File: src/rtl/sccb_register_master_core_defines.svh
// ----------------------------------------------------------------------------
// SCCB register master: assertion macros
// Concurrent assertion helpers shared by the RTL; empty in synthesis.
// ----------------------------------------------------------------------------
`ifndef SCCB_REGISTER_MASTER_CORE_DEFINES_SVH
`define SCCB_REGISTER_MASTER_CORE_DEFINES_SVH

`ifndef SYNTHESIS
// Plain property, checked on every clock edge outside reset
`define SCCB_ASSERT(lbl, prop, msg) \
  lbl: assert property (@(posedge clk_i) disable iff (!rst_ni) (prop)) else $error(msg);
// Same-cycle implication
`define SCCB_ASSERT_IMP(lbl, ante, cons, msg) \
  lbl: assert property (@(posedge clk_i) disable iff (!rst_ni) (ante) |-> (cons)) \
    else $error(msg);
// Next-cycle implication
`define SCCB_ASSERT_NXT(lbl, ante, cons, msg) \
  lbl: assert property (@(posedge clk_i) disable iff (!rst_ni) (ante) |=> (cons)) \
    else $error(msg);
`else
`define SCCB_ASSERT(lbl, prop, msg)
`define SCCB_ASSERT_IMP(lbl, ante, cons, msg)
`define SCCB_ASSERT_NXT(lbl, ante, cons, msg)
`endif

`endif

File: src/rtl/sccb_rm_pkg.sv
`timescale 1ns / 1ps
// ----------------------------------------------------------------------------
// SCCB register master package
// Shared widths, register indexes, reset values and interface structs.
// ----------------------------------------------------------------------------
package sccb_rm_pkg;

  // Field widths
  localparam int DEV_ADDR_W  = 7;
  localparam int TICKS_W     = 16;
  localparam int BYTE_W      = 8;
  localparam int CFG_IDX_W   = 2;
  localparam int CFG_DATA_W  = 16;

  // Default width of the phase/gap tick counter
  localparam int TICK_CNT_W_DEFAULT = 16;

  // Configuration register indexes
  localparam logic [CFG_IDX_W-1:0] CFG_DEVICE_ADDRESS = 2'd0;
  localparam logic [CFG_IDX_W-1:0] CFG_PHASE_TICKS    = 2'd1;
  localparam logic [CFG_IDX_W-1:0] CFG_GAP_TICKS      = 2'd2;

  // Configuration reset values
  localparam logic [DEV_ADDR_W-1:0] DEVICE_ADDRESS_RST = 7'd48;
  localparam logic [TICKS_W-1:0]    PHASE_TICKS_RST    = 16'd100;
  localparam logic [TICKS_W-1:0]    GAP_TICKS_RST      = 16'd1000;

  // Configuration seen by the sequencer
  typedef struct packed {
    logic [DEV_ADDR_W-1:0] device_address;
    logic [TICKS_W-1:0]    phase_ticks;
    logic [TICKS_W-1:0]    gap_ticks;
  } cfg_t;

  // One tick worth of pin levels and status
  typedef struct packed {
    logic              scl;
    logic              sda_out;
    logic              sda_drive;
    logic              busy;
    logic              done;
    logic [BYTE_W-1:0] read_data;
  } result_t;

endpackage

File: src/rtl/sccb_rm_cfg.sv
`timescale 1ns / 1ps
// ----------------------------------------------------------------------------
// SCCB register master configuration registers
// Holds device address, phase length and gap length; written by index.
// ----------------------------------------------------------------------------
module sccb_rm_cfg
  import sccb_rm_pkg::*;
(
  input  logic                  clk_i,
  input  logic                  rst_ni,
  input  logic                  cfg_valid_i,
  output logic                  cfg_ready_o,
  input  logic [CFG_IDX_W-1:0]  cfg_index_i,
  input  logic [CFG_DATA_W-1:0] cfg_data_i,
  output cfg_t                  cfg_o
);

  cfg_t cfg_q;

  // Writes are always taken
  assign cfg_ready_o = 1'b1;

  // Register file; unknown indexes are dropped
  always_ff @(posedge clk_i or negedge rst_ni) begin
    if (!rst_ni) begin
      cfg_q.device_address <= DEVICE_ADDRESS_RST;
      cfg_q.phase_ticks    <= PHASE_TICKS_RST;
      cfg_q.gap_ticks      <= GAP_TICKS_RST;
    end else if (cfg_valid_i) begin
      unique case (cfg_index_i)
        CFG_DEVICE_ADDRESS: cfg_q.device_address <= cfg_data_i[DEV_ADDR_W-1:0];
        CFG_PHASE_TICKS:    cfg_q.phase_ticks    <= cfg_data_i[TICKS_W-1:0];
        CFG_GAP_TICKS:      cfg_q.gap_ticks      <= cfg_data_i[TICKS_W-1:0];
        default: ;
      endcase
    end
  end

  assign cfg_o = cfg_q;

endmodule

File: src/rtl/sccb_rm_seq.sv
`timescale 1ns / 1ps
// ----------------------------------------------------------------------------
// SCCB register master phase sequencer
// Advances the bus waveform by one tick per step and reports pin levels.
// ----------------------------------------------------------------------------
module sccb_rm_seq
  import sccb_rm_pkg::*;
#(
  parameter int TickCntWidth = TICK_CNT_W_DEFAULT
) (
  input  logic              clk_i,
  input  logic              rst_ni,
  input  cfg_t              cfg_i,
  input  logic              step_i,
  input  logic              request_i,
  input  logic              opcode_i,
  input  logic [BYTE_W-1:0] register_address_i,
  input  logic [BYTE_W-1:0] write_data_i,
  input  logic              sda_in_i,
  output result_t           res_o
);

  localparam int LimW = (TickCntWidth > TICKS_W) ? TickCntWidth : TICKS_W;

  typedef enum logic [4:0] {
    PH_IDLE     = 5'd0,
    PH_START_A  = 5'd1,
    PH_START_B  = 5'd2,
    PH_START_C  = 5'd3,
    PH_BIT_SET  = 5'd4,
    PH_BIT_HIGH = 5'd5,
    PH_BIT_LOW  = 5'd6,
    PH_BIT_CLR  = 5'd7,
    PH_ACK_SET  = 5'd8,
    PH_ACK_HIGH = 5'd9,
    PH_ACK_LOW  = 5'd10,
    PH_RD_HIGH  = 5'd11,
    PH_RD_LOW   = 5'd12,
    PH_STOP_A   = 5'd13,
    PH_STOP_B   = 5'd14,
    PH_STOP_C   = 5'd15,
    PH_GAP      = 5'd16
  } phase_e;

  phase_e                  phase_q, phase_d;
  logic [1:0]              byte_q, byte_d;
  logic [3:0]              bit_q, bit_d;
  logic [BYTE_W-1:0]       shift_q, shift_d;
  logic [TickCntWidth-1:0] tick_q, tick_d;
  logic                    op_q, op_d;
  logic [BYTE_W-1:0]       addr_q, addr_d;
  logic [BYTE_W-1:0]       data_q, data_d;
  logic [BYTE_W-1:0]       recv_q, recv_d;

  phase_e                  ph_cur;
  logic [LimW-1:0]         lim_raw;
  logic [LimW-1:0]         cnt_max;
  logic [TickCntWidth-1:0] limit;
  logic [TickCntWidth-1:0] tick_n;
  logic [3:0]              bit_n;
  logic [1:0]              byte_n;
  logic                    done;
  logic                    shift_msb;

  // Data bit on SDA comes from the byte as it stands before this tick's advance
  assign shift_msb = (phase_q == PH_IDLE && request_i) ? 1'b0 : shift_q[BYTE_W-1];

  // Next-state and pin levels for one tick
  always_comb begin
    phase_d = phase_q;
    byte_d  = byte_q;
    bit_d   = bit_q;
    shift_d = shift_q;
    tick_d  = tick_q;
    op_d    = op_q;
    addr_d  = addr_q;
    data_d  = data_q;
    recv_d  = recv_q;
    done    = 1'b0;
    bit_n   = bit_q + 4'd1;
    byte_n  = byte_q + 2'd1;

    // Idle request: capture and start the same tick
    if (phase_q == PH_IDLE && request_i) begin
      op_d    = opcode_i;
      addr_d  = register_address_i;
      data_d  = write_data_i;
      byte_d  = '0;
      bit_d   = '0;
      shift_d = '0;
      tick_d  = '0;
      phase_d = PH_START_A;
    end
    ph_cur = phase_d;

    // Phase length: zero acts as one, clipped to the counter range
    cnt_max = LimW'({TickCntWidth{1'b1}});
    lim_raw = (ph_cur == PH_GAP) ? LimW'(cfg_i.gap_ticks) : LimW'(cfg_i.phase_ticks);
    if (lim_raw == '0) lim_raw = LimW'(1);
    if (lim_raw > cnt_max) lim_raw = cnt_max;
    limit  = lim_raw[TickCntWidth-1:0];
    tick_n = tick_d + TickCntWidth'(1);

    if (ph_cur != PH_IDLE) begin
      if (tick_n >= limit) begin
        tick_d = '0;
        unique case (ph_cur)
          PH_GAP: begin
            phase_d = PH_IDLE;
            done    = 1'b1;
          end
          PH_START_A: phase_d = PH_START_B;
          PH_START_B: phase_d = PH_START_C;
          PH_START_C: begin
            shift_d = {cfg_i.device_address, (op_d && byte_d == 2'd2)};
            bit_d   = '0;
            phase_d = PH_BIT_SET;
          end
          PH_BIT_SET:  phase_d = PH_BIT_HIGH;
          PH_BIT_HIGH: phase_d = PH_BIT_LOW;
          PH_BIT_LOW:  phase_d = PH_BIT_CLR;
          PH_BIT_CLR: begin
            shift_d = {shift_d[BYTE_W-2:0], 1'b0};
            if (bit_n[3]) begin
              bit_d   = '0;
              phase_d = PH_ACK_SET;
            end else begin
              bit_d   = bit_n;
              phase_d = PH_BIT_SET;
            end
          end
          PH_ACK_SET:  phase_d = PH_ACK_HIGH;
          PH_ACK_HIGH: phase_d = PH_ACK_LOW;
          PH_ACK_LOW: begin
            if (op_d && byte_d == 2'd3) begin
              // NACK after the read byte
              phase_d = PH_STOP_A;
            end else begin
              byte_d = byte_n;
              if (byte_n == 2'd1) begin
                shift_d = addr_d;
                phase_d = PH_BIT_SET;
              end else if (!op_d && byte_n == 2'd2) begin
                shift_d = data_d;
                phase_d = PH_BIT_SET;
              end else if (!op_d || byte_n == 2'd2) begin
                phase_d = PH_STOP_A;
              end else begin
                shift_d = '0;
                bit_d   = '0;
                phase_d = PH_RD_HIGH;
              end
            end
          end
          PH_RD_HIGH: begin
            shift_d = {shift_d[BYTE_W-2:0], sda_in_i};
            phase_d = PH_RD_LOW;
          end
          PH_RD_LOW: begin
            if (bit_n[3]) begin
              bit_d   = '0;
              recv_d  = shift_d;
              phase_d = PH_ACK_SET;
            end else begin
              bit_d   = bit_n;
              phase_d = PH_RD_HIGH;
            end
          end
          PH_STOP_A: phase_d = PH_STOP_B;
          PH_STOP_B: phase_d = PH_STOP_C;
          PH_STOP_C: begin
            if (op_d && byte_d == 2'd2) begin
              // restart for the read half
              phase_d = PH_START_A;
            end else if (cfg_i.gap_ticks == '0) begin
              phase_d = PH_IDLE;
              done    = 1'b1;
            end else begin
              phase_d = PH_GAP;
            end
          end
          default: phase_d = PH_IDLE;
        endcase
      end else begin
        tick_d = tick_n;
      end
    end
  end

  // Pin levels of the phase shown this tick
  always_comb begin
    res_o.scl       = 1'b1;
    res_o.sda_out   = 1'b1;
    res_o.sda_drive = 1'b1;
    unique case (ph_cur)
      PH_START_B: res_o.sda_out = 1'b0;
      PH_START_C, PH_BIT_CLR, PH_STOP_A: begin
        res_o.scl     = 1'b0;
        res_o.sda_out = 1'b0;
      end
      PH_BIT_SET, PH_BIT_LOW: begin
        res_o.scl     = 1'b0;
        res_o.sda_out = shift_msb;
      end
      PH_BIT_HIGH: res_o.sda_out = shift_msb;
      PH_ACK_SET, PH_ACK_LOW: res_o.scl = 1'b0;
      PH_RD_HIGH: res_o.sda_drive = 1'b0;
      PH_RD_LOW: begin
        res_o.scl       = 1'b0;
        res_o.sda_drive = 1'b0;
      end
      PH_STOP_B: res_o.sda_out = 1'b0;
      default: ;
    endcase
    res_o.busy      = (ph_cur != PH_IDLE);
    res_o.done      = done;
    res_o.read_data = recv_q;
  end

  // Sequencer state, updated once per tick
  always_ff @(posedge clk_i or negedge rst_ni) begin
    if (!rst_ni) begin
      phase_q <= PH_IDLE;
      byte_q  <= '0;
      bit_q   <= '0;
      shift_q <= '0;
      tick_q  <= '0;
      op_q    <= 1'b0;
      addr_q  <= '0;
      data_q  <= '0;
      recv_q  <= '0;
    end else if (step_i) begin
      phase_q <= phase_d;
      byte_q  <= byte_d;
      bit_q   <= bit_d;
      shift_q <= shift_d;
      tick_q  <= tick_d;
      op_q    <= op_d;
      addr_q  <= addr_d;
      data_q  <= data_d;
      recv_q  <= recv_d;
    end
  end

endmodule

File: src/rtl/sccb_register_master_core.sv
`timescale 1ns / 1ps
// ----------------------------------------------------------------------------
// SCCB register master core
// Tick-driven SCCB master: one input transfer per tick, one result per tick.
// ----------------------------------------------------------------------------
// Usage:
//   Every input transfer (in_valid_i/in_ready_o) is one tick of bus time and
//   carries request, opcode, register address, write data and the sampled SDA
//   level. Every tick returns exactly one result transfer (out_valid_o /
//   out_ready_i) with SCL, SDA, SDA drive enable, busy, done and read data.
//   A request is taken only while idle; requests seen while busy are ignored.
//   An input transfer passes through the input register, then through the
//   sequencer into the result register. Throughput is one tick per cycle
//   while the receiver takes each result, set by the phase sequencer step;
//   a new tick is taken while the previous result waits.
//   When the receiver stalls, the result register holds and the input
//   register fills, after which in_ready_o drops until the result is taken.
//   The configuration channel (cfg_valid_i/cfg_ready_o) is always ready and
//   writes device address, phase ticks or gap ticks by index.
//   Reset puts the sequencer idle, where it shows SCL and SDA high and driven,
//   clears its read data and loads the configuration defaults.
// ----------------------------------------------------------------------------
`include "sccb_register_master_core_defines.svh"

module sccb_register_master_core
  import sccb_rm_pkg::*;
#(
  parameter int TickCntWidth = TICK_CNT_W_DEFAULT
) (
  input  logic                  clk_i,
  input  logic                  rst_ni,
  // configuration writes
  input  logic                  cfg_valid_i,
  output logic                  cfg_ready_o,
  input  logic [CFG_IDX_W-1:0]  cfg_index_i,
  input  logic [CFG_DATA_W-1:0] cfg_data_i,
  // tick input
  input  logic                  in_valid_i,
  output logic                  in_ready_o,
  input  logic                  request_i,
  input  logic                  opcode_i,
  input  logic [BYTE_W-1:0]     register_address_i,
  input  logic [BYTE_W-1:0]     write_data_i,
  input  logic                  sda_in_i,
  // tick result
  output logic                  out_valid_o,
  input  logic                  out_ready_i,
  output logic                  scl_o,
  output logic                  sda_out_o,
  output logic                  sda_drive_o,
  output logic                  busy_res_o,
  output logic                  done_res_o,
  output logic [BYTE_W-1:0]     read_data_o
);

  cfg_t              cfg;
  result_t           res;
  result_t           out_q;
  logic              out_valid_q;
  logic              in_valid_q;
  logic              req_q;
  logic              op_q;
  logic [BYTE_W-1:0] addr_q;
  logic [BYTE_W-1:0] data_q;
  logic              sda_q;
  logic              step;

  sccb_rm_cfg u_cfg (
    .clk_i       (clk_i),
    .rst_ni      (rst_ni),
    .cfg_valid_i (cfg_valid_i),
    .cfg_ready_o (cfg_ready_o),
    .cfg_index_i (cfg_index_i),
    .cfg_data_i  (cfg_data_i),
    .cfg_o       (cfg)
  );

  // Pipeline control: step when a tick is held and the result slot frees
  assign step       = in_valid_q && (!out_valid_q || out_ready_i);
  assign in_ready_o = !in_valid_q || step;

  // Input register
  always_ff @(posedge clk_i or negedge rst_ni) begin
    if (!rst_ni) begin
      in_valid_q <= 1'b0;
    end else if (in_ready_o) begin
      in_valid_q <= in_valid_i;
    end
  end

  always_ff @(posedge clk_i) begin
    if (in_valid_i && in_ready_o) begin
      req_q  <= request_i;
      op_q   <= opcode_i;
      addr_q <= register_address_i;
      data_q <= write_data_i;
      sda_q  <= sda_in_i;
    end
  end

  sccb_rm_seq #(
    .TickCntWidth (TickCntWidth)
  ) u_seq (
    .clk_i              (clk_i),
    .rst_ni             (rst_ni),
    .cfg_i              (cfg),
    .step_i             (step),
    .request_i          (req_q),
    .opcode_i           (op_q),
    .register_address_i (addr_q),
    .write_data_i       (data_q),
    .sda_in_i           (sda_q),
    .res_o              (res)
  );

  // Result register
  always_ff @(posedge clk_i or negedge rst_ni) begin
    if (!rst_ni) begin
      out_valid_q <= 1'b0;
    end else if (step) begin
      out_valid_q <= 1'b1;
    end else if (out_ready_i) begin
      out_valid_q <= 1'b0;
    end
  end

  always_ff @(posedge clk_i) begin
    if (step) begin
      out_q <= res;
    end
  end

  assign out_valid_o = out_valid_q;
  assign scl_o       = out_q.scl;
  assign sda_out_o   = out_q.sda_out;
  assign sda_drive_o = out_q.sda_drive;
  assign busy_res_o  = out_q.busy;
  assign done_res_o  = out_q.done;
  assign read_data_o = out_q.read_data;

  // Checks
  `SCCB_ASSERT_NXT(a_step_fills_out, step, out_valid_q, "stepped tick produced no result")
  `SCCB_ASSERT_IMP(a_stall_cause, !in_ready_o, in_valid_q && out_valid_q && !out_ready_i,
                   "input stalled without a blocked result")
  `SCCB_ASSERT_IMP(a_done_busy, out_valid_q && out_q.done, out_q.busy,
                   "done raised on an idle tick")
  `SCCB_ASSERT_IMP(a_release_high, out_valid_q && !out_q.sda_drive, out_q.sda_out,
                   "released SDA not held high")

endmodule
File: config.mk
export PLATFORM = sky130hd
export DESIGN_NAME = sccb_register_master_core
export DESIGN_NICKNAME = d
export VERILOG_FILES = /design/src/rtl/sccb_rm_pkg.sv /design/src/rtl/sccb_rm_cfg.sv /design/src/rtl/sccb_rm_seq.sv /design/src/rtl/sccb_register_master_core.sv
export VERILOG_INCLUDE_DIRS = /design/src /design/src/rtl
export SDC_FILE = /design/constraint.sdc
export NUM_CORES = 1
export LEC_CHECK = 0
export ABC_AREA = 1
export BUFFER_PORTS_ARGS = -buffer_cell sky130_fd_sc_hd__buf_2
export CAP_MARGIN = 10
export CORE_UTILIZATION = 45
export CTS_CLUSTER_DIAMETER = 40
export DETAILED_ROUTE_END_ITERATION = 8
export PLACE_DENSITY = 0.64
export SLEW_MARGIN = 0
export SYNTH_ARGS = -nofsm -noshare
export SYNTH_HDL_FRONTEND = slang
export SYNTH_SLANG_ARGS = --single-unit
File: constraint.sdc
create_clock -name clk_i -period 4.9 [get_ports clk_i]
set_input_delay 0 -clock clk_i [delete_from_list [all_inputs] [get_ports clk_i]]
set_output_delay 0 -clock clk_i [all_outputs]
set_load 0.005 [all_outputs]
; Word level (Yosys, flattened, before mapping)
; Cells that the tools add are included.
; Widths: inputs -> output; s select.
[totals]
ff_bits = 133
input_bits = 42
wordCells = 132
out_inout_bits = 16
[op_classes]
n_mux = 52
addsub = 3
order_cmp = 2
eq_ne = 22
reduce_logical = 28
[op_table]
columns = cell, count
row1 = $mux 16, 6
row2 = $pmux 5 s15, 1
row3 = $mux 8, 9
row4 = $eq 5x4->1 const B, 8
row5 = $mux 5, 8
row6 = $logic_not 16->1, 2
row7 = $mux 4, 8
row8 = $pmux 8 s4, 1
row9 = $eq 5x3->1 const B, 4
row10 = $add 16x1->16 const B, 1
row11 = $ge 16x16->1, 1
row12 = $gt 16x16->1 const B, 1
row13 = $mux 2, 6
row14 = $pmux 4 s3, 1
row15 = $eq 5x2->1 const B, 2
row16 = $eq 2x2->1 const B, 4
row17 = $mux 1, 8
row18 = $reduce_and 2->1, 4
row19 = $reduce_or 8->1, 1
row20 = $logic_and 1x1->1, 6
row21 = $mux 3, 2
row22 = $eq 5x1->1 const B, 1
row23 = $eq 5x5->1 const B, 1
row24 = $logic_not 5->1, 1
row25 = other kinds (13), 20

; Depth between registers and ports, before layout
; Gate-level depths: netlist (run 1).
[logic_depth]
word_depth = 12
mapped_depth = 29
ltp_nobuf = 26

; Modules after synthesis
; Synthesis (run 1) repeated with hierarchy kept, for this count alone.
[unflattened]
cells_unflattened = 947
area_unflattened_um2 = 7579.8
[modules_own_cells]
columns = mod, area_per_inst_um2, cells_each, n_inst, seq_area_each_um2
row1 = sccb_rm_seq, 4832.1, 726, 1, 1501.4
row2 = sccb_rm_cfg, 1691.6, 177, 1, 989.7
row3 = sccb_register_master_core, 1056.0, 44, 1, 1011.0

; Least setup slack after synthesis (run 1)
; Ideal clock, no wire load.
[synth_timing]
path_type = flip-flop to flip-flop
startpoint = reg u_seq.phase_q[3]
endpoint = reg u_seq.recv_q[0]
required_time_ps = 4783
setup_ps = 117
stages_incl_launch_ff = 26
n_path_buf = 4
arrival_time_ps = 3517
slack_ps = 1266
synth_period_minus_slack_ps = 3634
cell_sequence = dfrtp_1 nor2_4 nand3_2 buf_6 buf_2 buf_2 nand2_1 inv_1 ha_1 nand3_1 nor2_2 nand2_1 nor2_2 nand4_1 xor2_1 ha_1 nand2_1 nor3_1 nand3_1 nand3_1 nand2_2 inv_2 nand4_2 buf_4 o21ai_1 inv_1
[synth_between]
elab_chain_len = 11
elab_cells_between_ends = 16
classes_between = 1 x add/sub / 2 x order compare / 2 x eq/ne / 6 x mux / 5 x reduce/logical
[synth_lines]
columns = item, line
row1 = from (decl), sccb_rm_seq.sv:45  ; phase_e phase_q, phase_d;
row2 = from (signal assigned), sccb_rm_seq.sv:233  ; phase_q <= phase_d;
row3 = $logic_not 5->1, sccb_rm_seq.sv:84  ; if (phase_q == PH_IDLE && request_i) begin
row4 = $logic_and 1x1->1, sccb_rm_seq.sv:84
row5 = $mux 5, sccb_rm_seq.sv:84
row6 = $eq 5x5->1, sccb_rm_seq.sv:98  ; lim_raw = (ph_cur == PH_GAP) ? LimW'(cfg_i.gap_ticks) : LimW'(cfg_i.phase_ticks);
row7 = $mux 16, sccb_rm_seq.sv:98
row8 = $logic_not 16->1, sccb_rm_seq.sv:99  ; if (lim_raw == '0) lim_raw = LimW'(1);
row9 = $mux 16, sccb_rm_seq.sv:99
row10 = $gt 16x16->1, sccb_rm_seq.sv:100  ; if (lim_raw > cnt_max) lim_raw = cnt_max;
row11 = $mux 16, sccb_rm_seq.sv:100
row12 = $ge 16x16->1, sccb_rm_seq.sv:105  ; if (tick_n >= limit) begin
row13 = $reduce_and 5->1 (no line), n/a
row14 = to (signal assigned), sccb_rm_seq.sv:241  ; recv_q <= recv_d;
row15 = to (decl), sccb_rm_seq.sv:53  ; logic [BYTE_W-1:0] recv_q, recv_d;
; Several ways; a longest one is shown, not always the timed one.
; A chain may end at the register's enable or synchronous reset.

; Worst setup path in the final report (run 1)
[layout_timing]
startpoint = reg u_seq.phase_q[1]
endpoint = reg u_seq.recv_q[0]
; Same word-level chain as after synthesis.

==> results.sh, run 1 <==
export IMPL_cts_reportedPaths_clkPinSlew_ns=0.06
export IMPL_drtPass1Iterations=5
export IMPL_rsz0062_at_grt="no"
export IMPL_start_kind="flop"
export IMPL_dpl_hpwl_um=11980
export IMPL_mostFrequentLayoutCell="nand2_1"
export IMPL_peakVddDrop_mv=0.2894
export IMPL_die_w_um=127.8
export IMPL_ys_seq_elements=133
export IMPL_synth_top_area_cell="dfrtp_1"
export IMPL_drtAntennaViolNets=0
export IMPL_holdWs_ns=0.09194
export IMPL_crit_family="simple AND/OR/NAND/NOR gates"
export IMPL_cp_cell_sequence="nor2_2 -> nand3_2 -> nand2_2 -> inv_1 -> ha_1 -> nand3_1 -> nor2_2 -> nand2_1 -> nor2_2 -> nand4_1 -> xor2_1 -> ha_1 -> nand2_1 -> nor3_1 -> nand3_1 -> nand3_1 -> nand2_2 -> inv_2 -> nand4_2 -> o21ai_1 -> inv_1"
export IMPL_grt_max_degree=63
export IMPL_cts_buffers=17
export IMPL_worst_path_max_fanout=19
export IMPL_overflow=0
export IMPL_fillers=1449
export IMPL_max_freq_ghz=0.2356
export IMPL_mappedNetlistNets=947
export IMPL_grtUsageTotal=0.2262
export IMPL_status="finished clean"
export IMPL_drv_slew=0
export IMPL_wl_um=16820
export IMPL_synth_cells=885
export IMPL_tns_ns=0
export IMPL_diodes=0
export IMPL_endpoint_kind="flop"
export IMPL_post_drt_wl_per_cell_um=13.97
export IMPL_grt_pass1_vias=6015
export IMPL_clock_sinks=133
export IMPL_clock_skew_ns=0.01146
export IMPL_synth_top_cell_area_share=0.3160
export IMPL_cpMaxStageDelayCell="nand3_2"
export IMPL_synth_area_leaders="dfrtp_1 32%, nand2_1 14%, edfxtp_1 13%"
export IMPL_drv_cap=0
export IMPL_ctsResizeCount=0
export IMPL_dieArea_sq_um=16340
export IMPL_setup_viol=0
export IMPL_die_h_um=127.8
export IMPL_syn_avg_cell_area_sq_um=8.053
export IMPL_slowest_delay_ns=0.45
export IMPL_core_area_sq_um=15310
export IMPL_power_density_nw_per_um2=453.0
export IMPL_ys_types=45
export IMPL_clkLatencyLatePin_ns=0.42
export IMPL_relSlewSlack=0.3033
export IMPL_num_rows=45
export IMPL_finalCritPeriodShare=0.8662
export IMPL_num_vias=6014
export IMPL_path_class="flop to flop"
export IMPL_hold_path_class="input port to asynchronous set/reset pin"
export IMPL_fin_crit_ns=4.244
export IMPL_worst_pin_slew_ns=1.042
export IMPL_arrival_ns=4.55
export IMPL_drive_gt1_frac=0.1400
export IMPL_clk_path_buf_depth=2
export IMPL_finalHoldViolCount=0
export IMPL_yosys_most_used_dff="dfrtp_1"
export IMPL_grt_pass1_wl_um=28590
export IMPL_gp_congestion=0.9115
export IMPL_first_iter_violations=437
export IMPL_ys_warn_count=0
export IMPL_p_leak_nw=4.268
export IMPL_io_buffers=56
export IMPL_cts_tree="yes"
export IMPL_synth_async_sr_flop_share=0.7594
export IMPL_synth_edff_count=32
export IMPL_final_cell_mix="260 x nand2_1, 121 x inv_1, 90 x dfrtp_1"
export IMPL_seq_area_frac_synth=0.4914
export IMPL_via_per_inst=4.995
export IMPL_h_tree_depth=4
export IMPL_required_ns=5.20
export IMPL_ioPinCount=58
export IMPL_start_util=0.4654
export IMPL_path_buf_inv=3
export IMPL_antenna_found_initial=0
export IMPL_cts_root_buf="clkbuf_16"
export IMPL_syn_to_final_growth_pct=20.33
export IMPL_syn_area_sq_um=7127
export IMPL_route_detailed_drc=0
export IMPL_finalNetCount=1042
[worst paths after layout]
check / endpoint / slack (ns) / startpoint / cells past startpoint
max in group asynchronous: u_cfg.cfg_o[27] / 3.59 / rst_ni / 3
hold / removal: u_seq.bit_q[0] / 0.09 / rst_ni / 2
setup reg to reg: u_seq.recv_q[0] / 0.66 / u_seq.phase_q[1] / 21
min in group clk_i: u_cfg.cfg_o[37] / 0.15 / cfg_valid_i / 3
setup / recovery: u_seq.recv_q[0] / 0.66 / u_seq.phase_q[1] / 21
hold reg to reg: read_data_o[7] / 0.45 / u_seq.recv_q[7] / 0
[report_power, final]
part	switching [mW]	total [mW]	internal, mW
Clock	0.496	1.26	0.765
Sequential	0.126	1.49	1.36
Combinational	0.739	1.13	0.395
Total	1.36	3.88	2.52
[synth_stat cells, types with 5 or more instances]
master and n:
edfxtp_1 32, mux2i_1 11, clkbuf_1 14, a21oi_1 23
nand2_1 260, nor3_1 10, xor2_1 9, inv_2 7
or2_0 6, ha_1 20, inv_1 121, nand4_1 16
dfstp_2 11, o21ai_1 24, dfrtp_1 90, nand3_1 32
o21ai_0 81, nor2_1 49, nor2_2 9, nand3_2 5
nand2_2 6, o22ai_1 8
[timing repair]
item,CTS,global route
buffers inserted,0,0
endpoints found under the hold margin,99,0
hold buffers,40,0
[logic make-up (layout without fill, tap and decap cells)]
family          Yosys count  after routing  share of synthesized area
xor+xnor                 10             10                    0.01229
mux                      11             11                    0.01545
simple gates            406            406                     0.2468
other cells               1              1                  0.0005262
fa+ha+maj                20             20                    0.03511
flops                   133            133                     0.4914
buf+inv                 154            262                    0.08603
compound gates          150            150                     0.1124
[layout make-up]
class,instances,area (sq um),share of cell area
sequential,133,3502,0.4084
multi-input combinational,598,3012,0.3512
timing repair buffer,101,720.7,0.08404
inverter,129,484.2,0.05646
clock buffer,21,481.7,0.05617
tap,211,264.0,0.03078
clock inverter,11,111.4,0.01299
[per-layer routing]
metal | part of all wire | GRT usage | routed length (um) | up-vias
met5 | 0 | 0 | 0 | -
met4 | 0.021 | 0.07682 | 345 | 0
met3 | 0.042 | 0.05384 | 715 | 25
met2 | 0.50 | 0.3926 | 8466 | 139
met1 | 0.43 | 0.2755 | 7296 | 2792
li1 | - | - | - | 3058
[metrics by stage]
stage          instances  setup slack (ns)    util  power (mW)  area [sq um]
2_1_floorplan        885             1.266       -       2.307          7127
3_3_place_gp        1132            0.9181  0.4951       2.604          7582
3_5_place_dp        1132            0.7351  0.4951       2.614          7582
4_1_cts             1204            0.6980  0.5600       3.917          8576
5_1_grt             1204            0.1898  0.5600       4.152          8576
6_report            1204            0.6558  0.5600       3.885          8576
[sequential cells by signal, indices dropped and copies added (netlist names), 2 cells and up]
register / cells
addr_q: 8
u_seq.recv_q: 8
u_seq.shift_q: 8
u_seq.tick_q: 16
u_seq.addr_q: 8
u_seq.byte_q: 2
data_q: 8
u_cfg.cfg_o: 39
u_seq.bit_q: 4
u_seq.data_q: 8
u_seq.phase_q: 5
read_data_o: 8
Power figures use the tool's default switching activity.
==> run 2: changes to the inputs <==
- CORE_UTILIZATION: 45 -> 35
- PLACE_DENSITY: 0.64 -> 0.52
- REMOVE_ABC_BUFFERS: default -> 1
==> run 2 against run 1 <==
  * Power fell by 2.8%
  * Clock skew fell by 0.0013 ns
  * Worst setup slack improved by 0.028 ns
  * Critical path depth did not move
  * Highest routed layer unchanged
  * Die area rose by 28%
  * Sequential share of layout area barely moved
==> results.sh, run 2 (synthesis results as in run 1) <==
export IMPL_cts_root_buf="clkbuf_16"
export IMPL_crit_family="simple AND/OR/NAND/NOR gates"
export IMPL_first_iter_violations=286
export IMPL_syn_to_final_growth_pct=20.26
export IMPL_cts_setup_buffers=0
export IMPL_worst_pin_slew_ns=1.054
export IMPL_pwr_share_clk=0.307
export IMPL_cts_buffers=17
export IMPL_cp_cell_sequence="nor2_2 -> nand3_2 -> nand2_2 -> inv_1 -> ha_1 -> nand3_1 -> nor2_2 -> nand2_1 -> nor2_2 -> nand4_1 -> xor2_1 -> ha_1 -> nand2_1 -> nor3_1 -> nand3_1 -> nand3_1 -> nand2_2 -> inv_2 -> nand4_2 -> o21ai_1 -> inv_1"
export IMPL_cts_tree="yes"
export IMPL_overflow=0
export IMPL_clock_sinks=133
export IMPL_drtAntennaViolNets=0
export IMPL_placed_area_sq_um=7642
export IMPL_intPower_mw=2.403
export IMPL_final_cell_mix="260 x nand2_1, 121 x inv_1, 90 x dfrtp_1"
export IMPL_status="finished clean"
export IMPL_wl_um=17510
export IMPL_finalHoldViolCount=0
export IMPL_cpMaxStageDelayCell="dfrtp_1"
export IMPL_grt_pass1_vias=5889
export IMPL_fin_crit_ns=4.216
export IMPL_finalNetCount=1041
export IMPL_core_area_sq_um=19720
export IMPL_grtUsageTotal=0.1841
export IMPL_drtPass1Iterations=5
export IMPL_hold_path_class="input port to flop"
export IMPL_max_freq_ghz=0.2372
export IMPL_diodes=0
export IMPL_num_rows=51
export IMPL_die_w_um=144.7
export IMPL_p_leak_nw=4.233
export IMPL_die_h_um=144.7
export IMPL_path_class="flop to flop"
export IMPL_power_density_nw_per_um2=440.5
export IMPL_drive_gt1_frac=0.1401
export IMPL_rsz0062_at_grt="no"
export IMPL_required_ns=5.21
export IMPL_grt_max_degree=69
export IMPL_ctsResizeCount=0
export IMPL_path_buf_inv=3
export IMPL_setup_viol=0
export IMPL_dieArea_sq_um=20940
export IMPL_post_drt_wl_per_cell_um=13.93
export IMPL_h_tree_depth=4
export IMPL_switchingPower_mw=1.372
export IMPL_pwr_share_seq=0.395
export IMPL_relSlewSlack=0.2954
export IMPL_io_buffers=56
export IMPL_start_util=0.3614
export IMPL_dp_cells=1185
export IMPL_clkLatencyLatePin_ns=0.43
export IMPL_combinationalPowerShare=0.298
export IMPL_largest_reg_flops=39
export IMPL_p_total_mw=3.776
export IMPL_start_kind="flop"
export IMPL_mostFrequentLayoutCell="nand2_1"
export IMPL_finalInstanceArea_sq_um=8571
export IMPL_peakVddDrop_mv=0.2598
export IMPL_clk_path_buf_depth=2
export IMPL_final_cells=1257
export IMPL_route_detailed_drc=0
export IMPL_antenna_found_initial=0
export IMPL_gp_congestion=0.8974
export IMPL_drv_cap=0
export IMPL_fillers=1982
export IMPL_endpoint_kind="flop"
export IMPL_dpl_hpwl_um=12580
export IMPL_grt_pass1_wl_um=29340
export IMPL_finalCritPeriodShare=0.8604
export IMPL_slowest_delay_ns=0.43
export IMPL_tns_ns=0
export IMPL_swShare=0.3635
export IMPL_worst_path_max_fanout=18
export IMPL_cts_reportedPaths_clkPinSlew_ns=0.06
export IMPL_arrival_ns=4.53
export IMPL_via_per_inst=4.765
export IMPL_ioPinCount=58
export IMPL_drv_slew=0
export IMPL_num_vias=5989
export IMPL_clock_skew_ns=0.01014
## run 2: cell types whose count changed in the layout (fill, tap and decap cells not counted), moves of 2 or more
cell        before  now
clkinv_2         1    5
clkinvlp_4       0    2
clkbuf_8         2    0
inv_4            1    3
inv_6            5    3
## run 2: final timing paths
path	start	endpoint	slack [ns]	cells past startpoint
setup / recovery	u_seq.phase_q[1]	u_seq.recv_q[2]	0.68	21
hold / removal	cfg_valid_i	u_cfg.cfg_o[37]	0.14	3
setup reg to reg	u_seq.phase_q[1]	u_seq.recv_q[2]	0.68	21
hold reg to reg	u_seq.recv_q[4]	read_data_o[4]	0.45	0
max in group asynchronous	rst_ni	u_cfg.cfg_o[21]	3.59	3
min in group asynchronous	rst_ni	u_seq.addr_q[6]	0.26	2
## run 2: cell type report
type,count,area [sq um],share of cell area
Sequential cell,133,3502,0.4086
Tap cell,265,331.6,0.03869
Inverter,129,484.2,0.05650
Multi-Input combinational cell,598,3012,0.3514
Clock inverter,15,102.6,0.01197
Timing Repair Buffer,100,713.2,0.08321
Clock buffer,17,425.4,0.04964
## run 2: tightest hold or removal path, stage by stage
cell	delay, ns
buf_2	0.11
nand3_1	0.31
o21ai_0	0.13
## run 2: metrics by stage
| stage | util | worst slack (ns) | hold slack, ns |
|---|---|---|---|
| finish | 0.4347 | 0.6843 | 0.1400 |
| global route | 0.4347 | 0.1599 | 0.1930 |
| CTS | 0.4347 | 0.6980 | 0.1460 |
| detailed placement | 0.3876 | 0.7382 | 0.1783 |
| global placement | 0.3876 | 0.8692 | 0.1765 |
| floorplan | - | 1.050 | -0.2956 |
## run 2: power by group through the flow
| stage | combinational (mW) | clock (mW) | sequential, mW |
|---|---|---|---|
| final | 1.13 | 1.16 | 1.49 |
| after global routing | 1.30 | 1.23 | 1.52 |
| after CTS | 1.14 | 1.19 | 1.49 |
| after detailed placement | 1.11 | 0 | 1.51 |
| after global placement | 1.11 | 0 | 1.51 |
| after floorplan | 0.799 | 0 | 1.48 |
## run 2: layer usage
metal | global-route usage | up-vias | wire length, um
li1 | - | 3053 | -
met1 | 0.2214 | 2795 | 7941
met2 | 0.3262 | 119 | 8745
met3 | 0.03784 | 22 | 569
met4 | 0.06150 | 0 | 256
met5 | 0 | - | 0
## run 2: what timing repair did
item | 4_1_cts | 5_1_grt
endpoints found under the setup margin | 0 | 0
hold endpoints to repair | 124 | 0
hold buffers | 40 | 0
==> run 3: changes to the inputs <==
- CORE_UTILIZATION: 35 -> 54
- PLACE_DENSITY: 0.52 -> 0.74
==> run 3 against run 2 <==
  * Power is 1.1% higher
  * Die area is 35% lower
  * Flip-flop and latch count stayed put
  * Count of clock-buffer cells in the layout is 7 higher
  * Cell area is 1.1% lower
  * Clock power hardly changed
  * Fmax hardly changed
  * Routed wire length is 3.0% lower
  * Utilization is 23 points higher
  * Combinational power hardly changed
  * Global-route usage is 8.8 points higher
  * Largest power group unchanged
==> results.sh, run 3 (synthesis results as in run 1) <==
export IMPL_die_h_um=116.9
export IMPL_pwr_share_seq=0.391
export IMPL_worst_path_max_fanout=18
export IMPL_met3_length_um=658
export IMPL_gp_congestion=0.9570
export IMPL_via_per_inst=5.232
export IMPL_timing_rr_end="u_seq.recv_q[2]"
export IMPL_switchingPower_mw=1.349
export IMPL_power_density_nw_per_um2=450.4
export IMPL_worst_pin_slew_ns=1.046
export IMPL_cp_cell_sequence="nor2_2 -> nand3_2 -> nand2_2 -> inv_1 -> ha_1 -> nand3_1 -> nor2_2 -> nand2_1 -> nor2_2 -> nand4_1 -> xor2_1 -> ha_1 -> nand2_1 -> nor3_1 -> nand3_1 -> nand3_1 -> nand2_2 -> inv_2 -> nand4_2 -> o21ai_1 -> inv_1"
export IMPL_slowest_delay_ns=0.44
export IMPL_h_tree_depth=4
export IMPL_final_cell_mix="260 x nand2_1, 121 x inv_1, 90 x dfrtp_1"
export IMPL_finalCritPeriodShare=0.8603
export IMPL_clk_path_buf_depth=2
export IMPL_drv_slew=0
export IMPL_p_leak_nw=4.236
export IMPL_dp_cells=1092
export IMPL_rsz0062_at_grt="no"
export IMPL_die_w_um=116.9
export IMPL_path_class="flop to flop"
export IMPL_cp_depth=21
export IMPL_final_cells=1164
export IMPL_drtAntennaViolNets=0
export IMPL_wl_um=16990
export IMPL_io_buffers=56
export IMPL_num_vias=6090
export IMPL_required_ns=5.21
export IMPL_ioPinCount=58
export IMPL_finalNetCount=1041
export IMPL_mostFrequentLayoutCell="nand2_1"
export IMPL_route_detailed_drc=0
export IMPL_clkLatencyLatePin_ns=0.43
export IMPL_peakVddDrop_mv=0.3246
export IMPL_cts_tree="yes"
export IMPL_core_area_sq_um=12720
export IMPL_finalHoldViolCount=0
export IMPL_crit_end="u_seq.recv_q[2]"
export IMPL_drv_cap=0
export IMPL_rrSetupSlack_ns=0.68
export IMPL_start_util=0.5602
export IMPL_pwr_share_clk=0.309
export IMPL_wl_met2_um=8464
export IMPL_grtUsageTotal=0.2724
export IMPL_hold_path_class="input port to asynchronous set/reset pin"
export IMPL_swShare=0.3532
export IMPL_intPower_mw=2.470
export IMPL_cts_buffers=17
export IMPL_combinationalPowerShare=0.300
export IMPL_max_freq_ghz=0.2372
export IMPL_dieArea_sq_um=13660
export IMPL_antenna_found_initial=0
export IMPL_drtPass1Iterations=6
export IMPL_path_buf_inv=3
export IMPL_largest_reg_flops=39
export IMPL_met1Wirelength_um=7255
export IMPL_clock_sinks=133
export IMPL_diodes=0
export IMPL_setup_viol=0
export IMPL_grt_pass1_wl_um=27960
export IMPL_grt_pass1_vias=5870
export IMPL_tns_ns=0
export IMPL_arrival_ns=4.53
export IMPL_first_iter_violations=467
export IMPL_endpoint_kind="flop"
export IMPL_drive_gt1_frac=0.1371
export IMPL_dpl_hpwl_um=11640
export IMPL_crit_path_start="u_seq.phase_q[1]"
export IMPL_clock_skew_ns=0.006157
export IMPL_timing_rr_start="u_seq.phase_q[1]"
export IMPL_crit_family="simple AND/OR/NAND/NOR gates"
export IMPL_cpMaxStageDelayCell="dfrtp_1"
export IMPL_top_layer_used="met4"
export IMPL_overflow=0
export IMPL_grt_max_degree=71
export IMPL_cts_reportedPaths_clkPinSlew_ns=0.06
export IMPL_num_rows=41
export IMPL_fin_crit_ns=4.216
export IMPL_cts_root_buf="clkbuf_16"
export IMPL_fillers=1072
export IMPL_r2r_worst_path_cells=21
export IMPL_syn_to_final_growth_pct=18.96
export IMPL_ctsResizeCount=0
export IMPL_post_drt_wl_per_cell_um=14.59
export IMPL_start_kind="flop"
export IMPL_status="finished clean"
export IMPL_relSlewSlack=0.3009
export IMPL_cts_setup_buffers=0
run 3: cell count changes in the layout (fill, tap and decap cells not counted):
cell	before	now
clkbuf_1	0	3
clkbuf_8	0	3
inv_6	3	0
clkinv_4	2	0
inv_4	3	1
clkbuf_16	17	18
clkinv_2	5	4
clkinvlp_4	2	3
run 3: how the worst min path moves through the flow:
stage / startpoint / to / slack, ns
3_3_place_gp: rst_ni / u_seq.addr_q[6] / -0.03
3_5_place_dp: rst_ni / u_seq.addr_q[6] / -0.02
2_1_floorplan: rst_ni / in_valid_q / -0.30
5_1_grt: rst_ni / u_seq.addr_q[7] / 0.11
6_report: rst_ni / u_seq.addr_q[7] / 0.06
4_1_cts: rst_ni / u_seq.addr_q[7] / 0.06
run 3: area by class of cell:
class,count,area (sq um),share of cell area
well taps,172,215.2,0.02538
multi-input cells,598,3012,0.3552
clock buffers,24,503.0,0.05933
inverters,129,484.2,0.05711
clock inverters,8,48.80,0.005756
flip-flops and latches,133,3502,0.4131
repair buffers,100,713.2,0.08412
run 3: repair_timing:
item,in CTS,in global routing
hold endpoints to repair,91,0
hold buffers,40,0
setup endpoints to repair,0,0
run 3: power groups by stage:
stage / Combinational [mW] / Clock, mW / Sequential, mW
2_1_floorplan: 0.799 / 0 / 1.48
3_3_place_gp: 1.09 / 0 / 1.50
3_5_place_dp: 1.10 / 0 / 1.51
4_1_cts: 1.14 / 1.20 / 1.49
5_1_grt: 1.31 / 1.24 / 1.52
6_report: 1.14 / 1.18 / 1.49
run 3: worst register-to-register path: cells and delay by family, from the launching register on:
| kind | cells | cell delay (ns) |
|---|---|---|
| AND/OR/NAND/NOR | 14 | 2.52 |
| adder cells (fa/ha/maj) | 2 | 0.49 |
| flip-flops | 1 | 0.44 |
| buffers and inverters | 3 | 0.30 |
| AO/OA/AOI/OAI | 1 | 0.26 |
| XOR/XNOR | 1 | 0.09 |
run 3: per-layer routing:
metal,vias to the layer above,global-route usage
met4,0,0.1409
met2,171,0.4631
met3,59,0.06591
met1,2799,0.3222
li1,3061,-
met5,-,0
run 3: stage by stage:
stage               setup WS, ns  hold slack (ns)  power [mW]  utilization  cell area [sq um]
floorplan                  1.050          -0.2956       2.276            -               6998
global placement          0.9956         -0.03367       2.590       0.5916               7526
detailed placement        0.7878         -0.02485       2.611       0.5916               7526
CTS                       0.7504          0.05916       3.824       0.6664               8478
global route              0.2526           0.1054       4.070       0.6664               8478
finish                    0.6844          0.05560       3.819       0.6664               8478
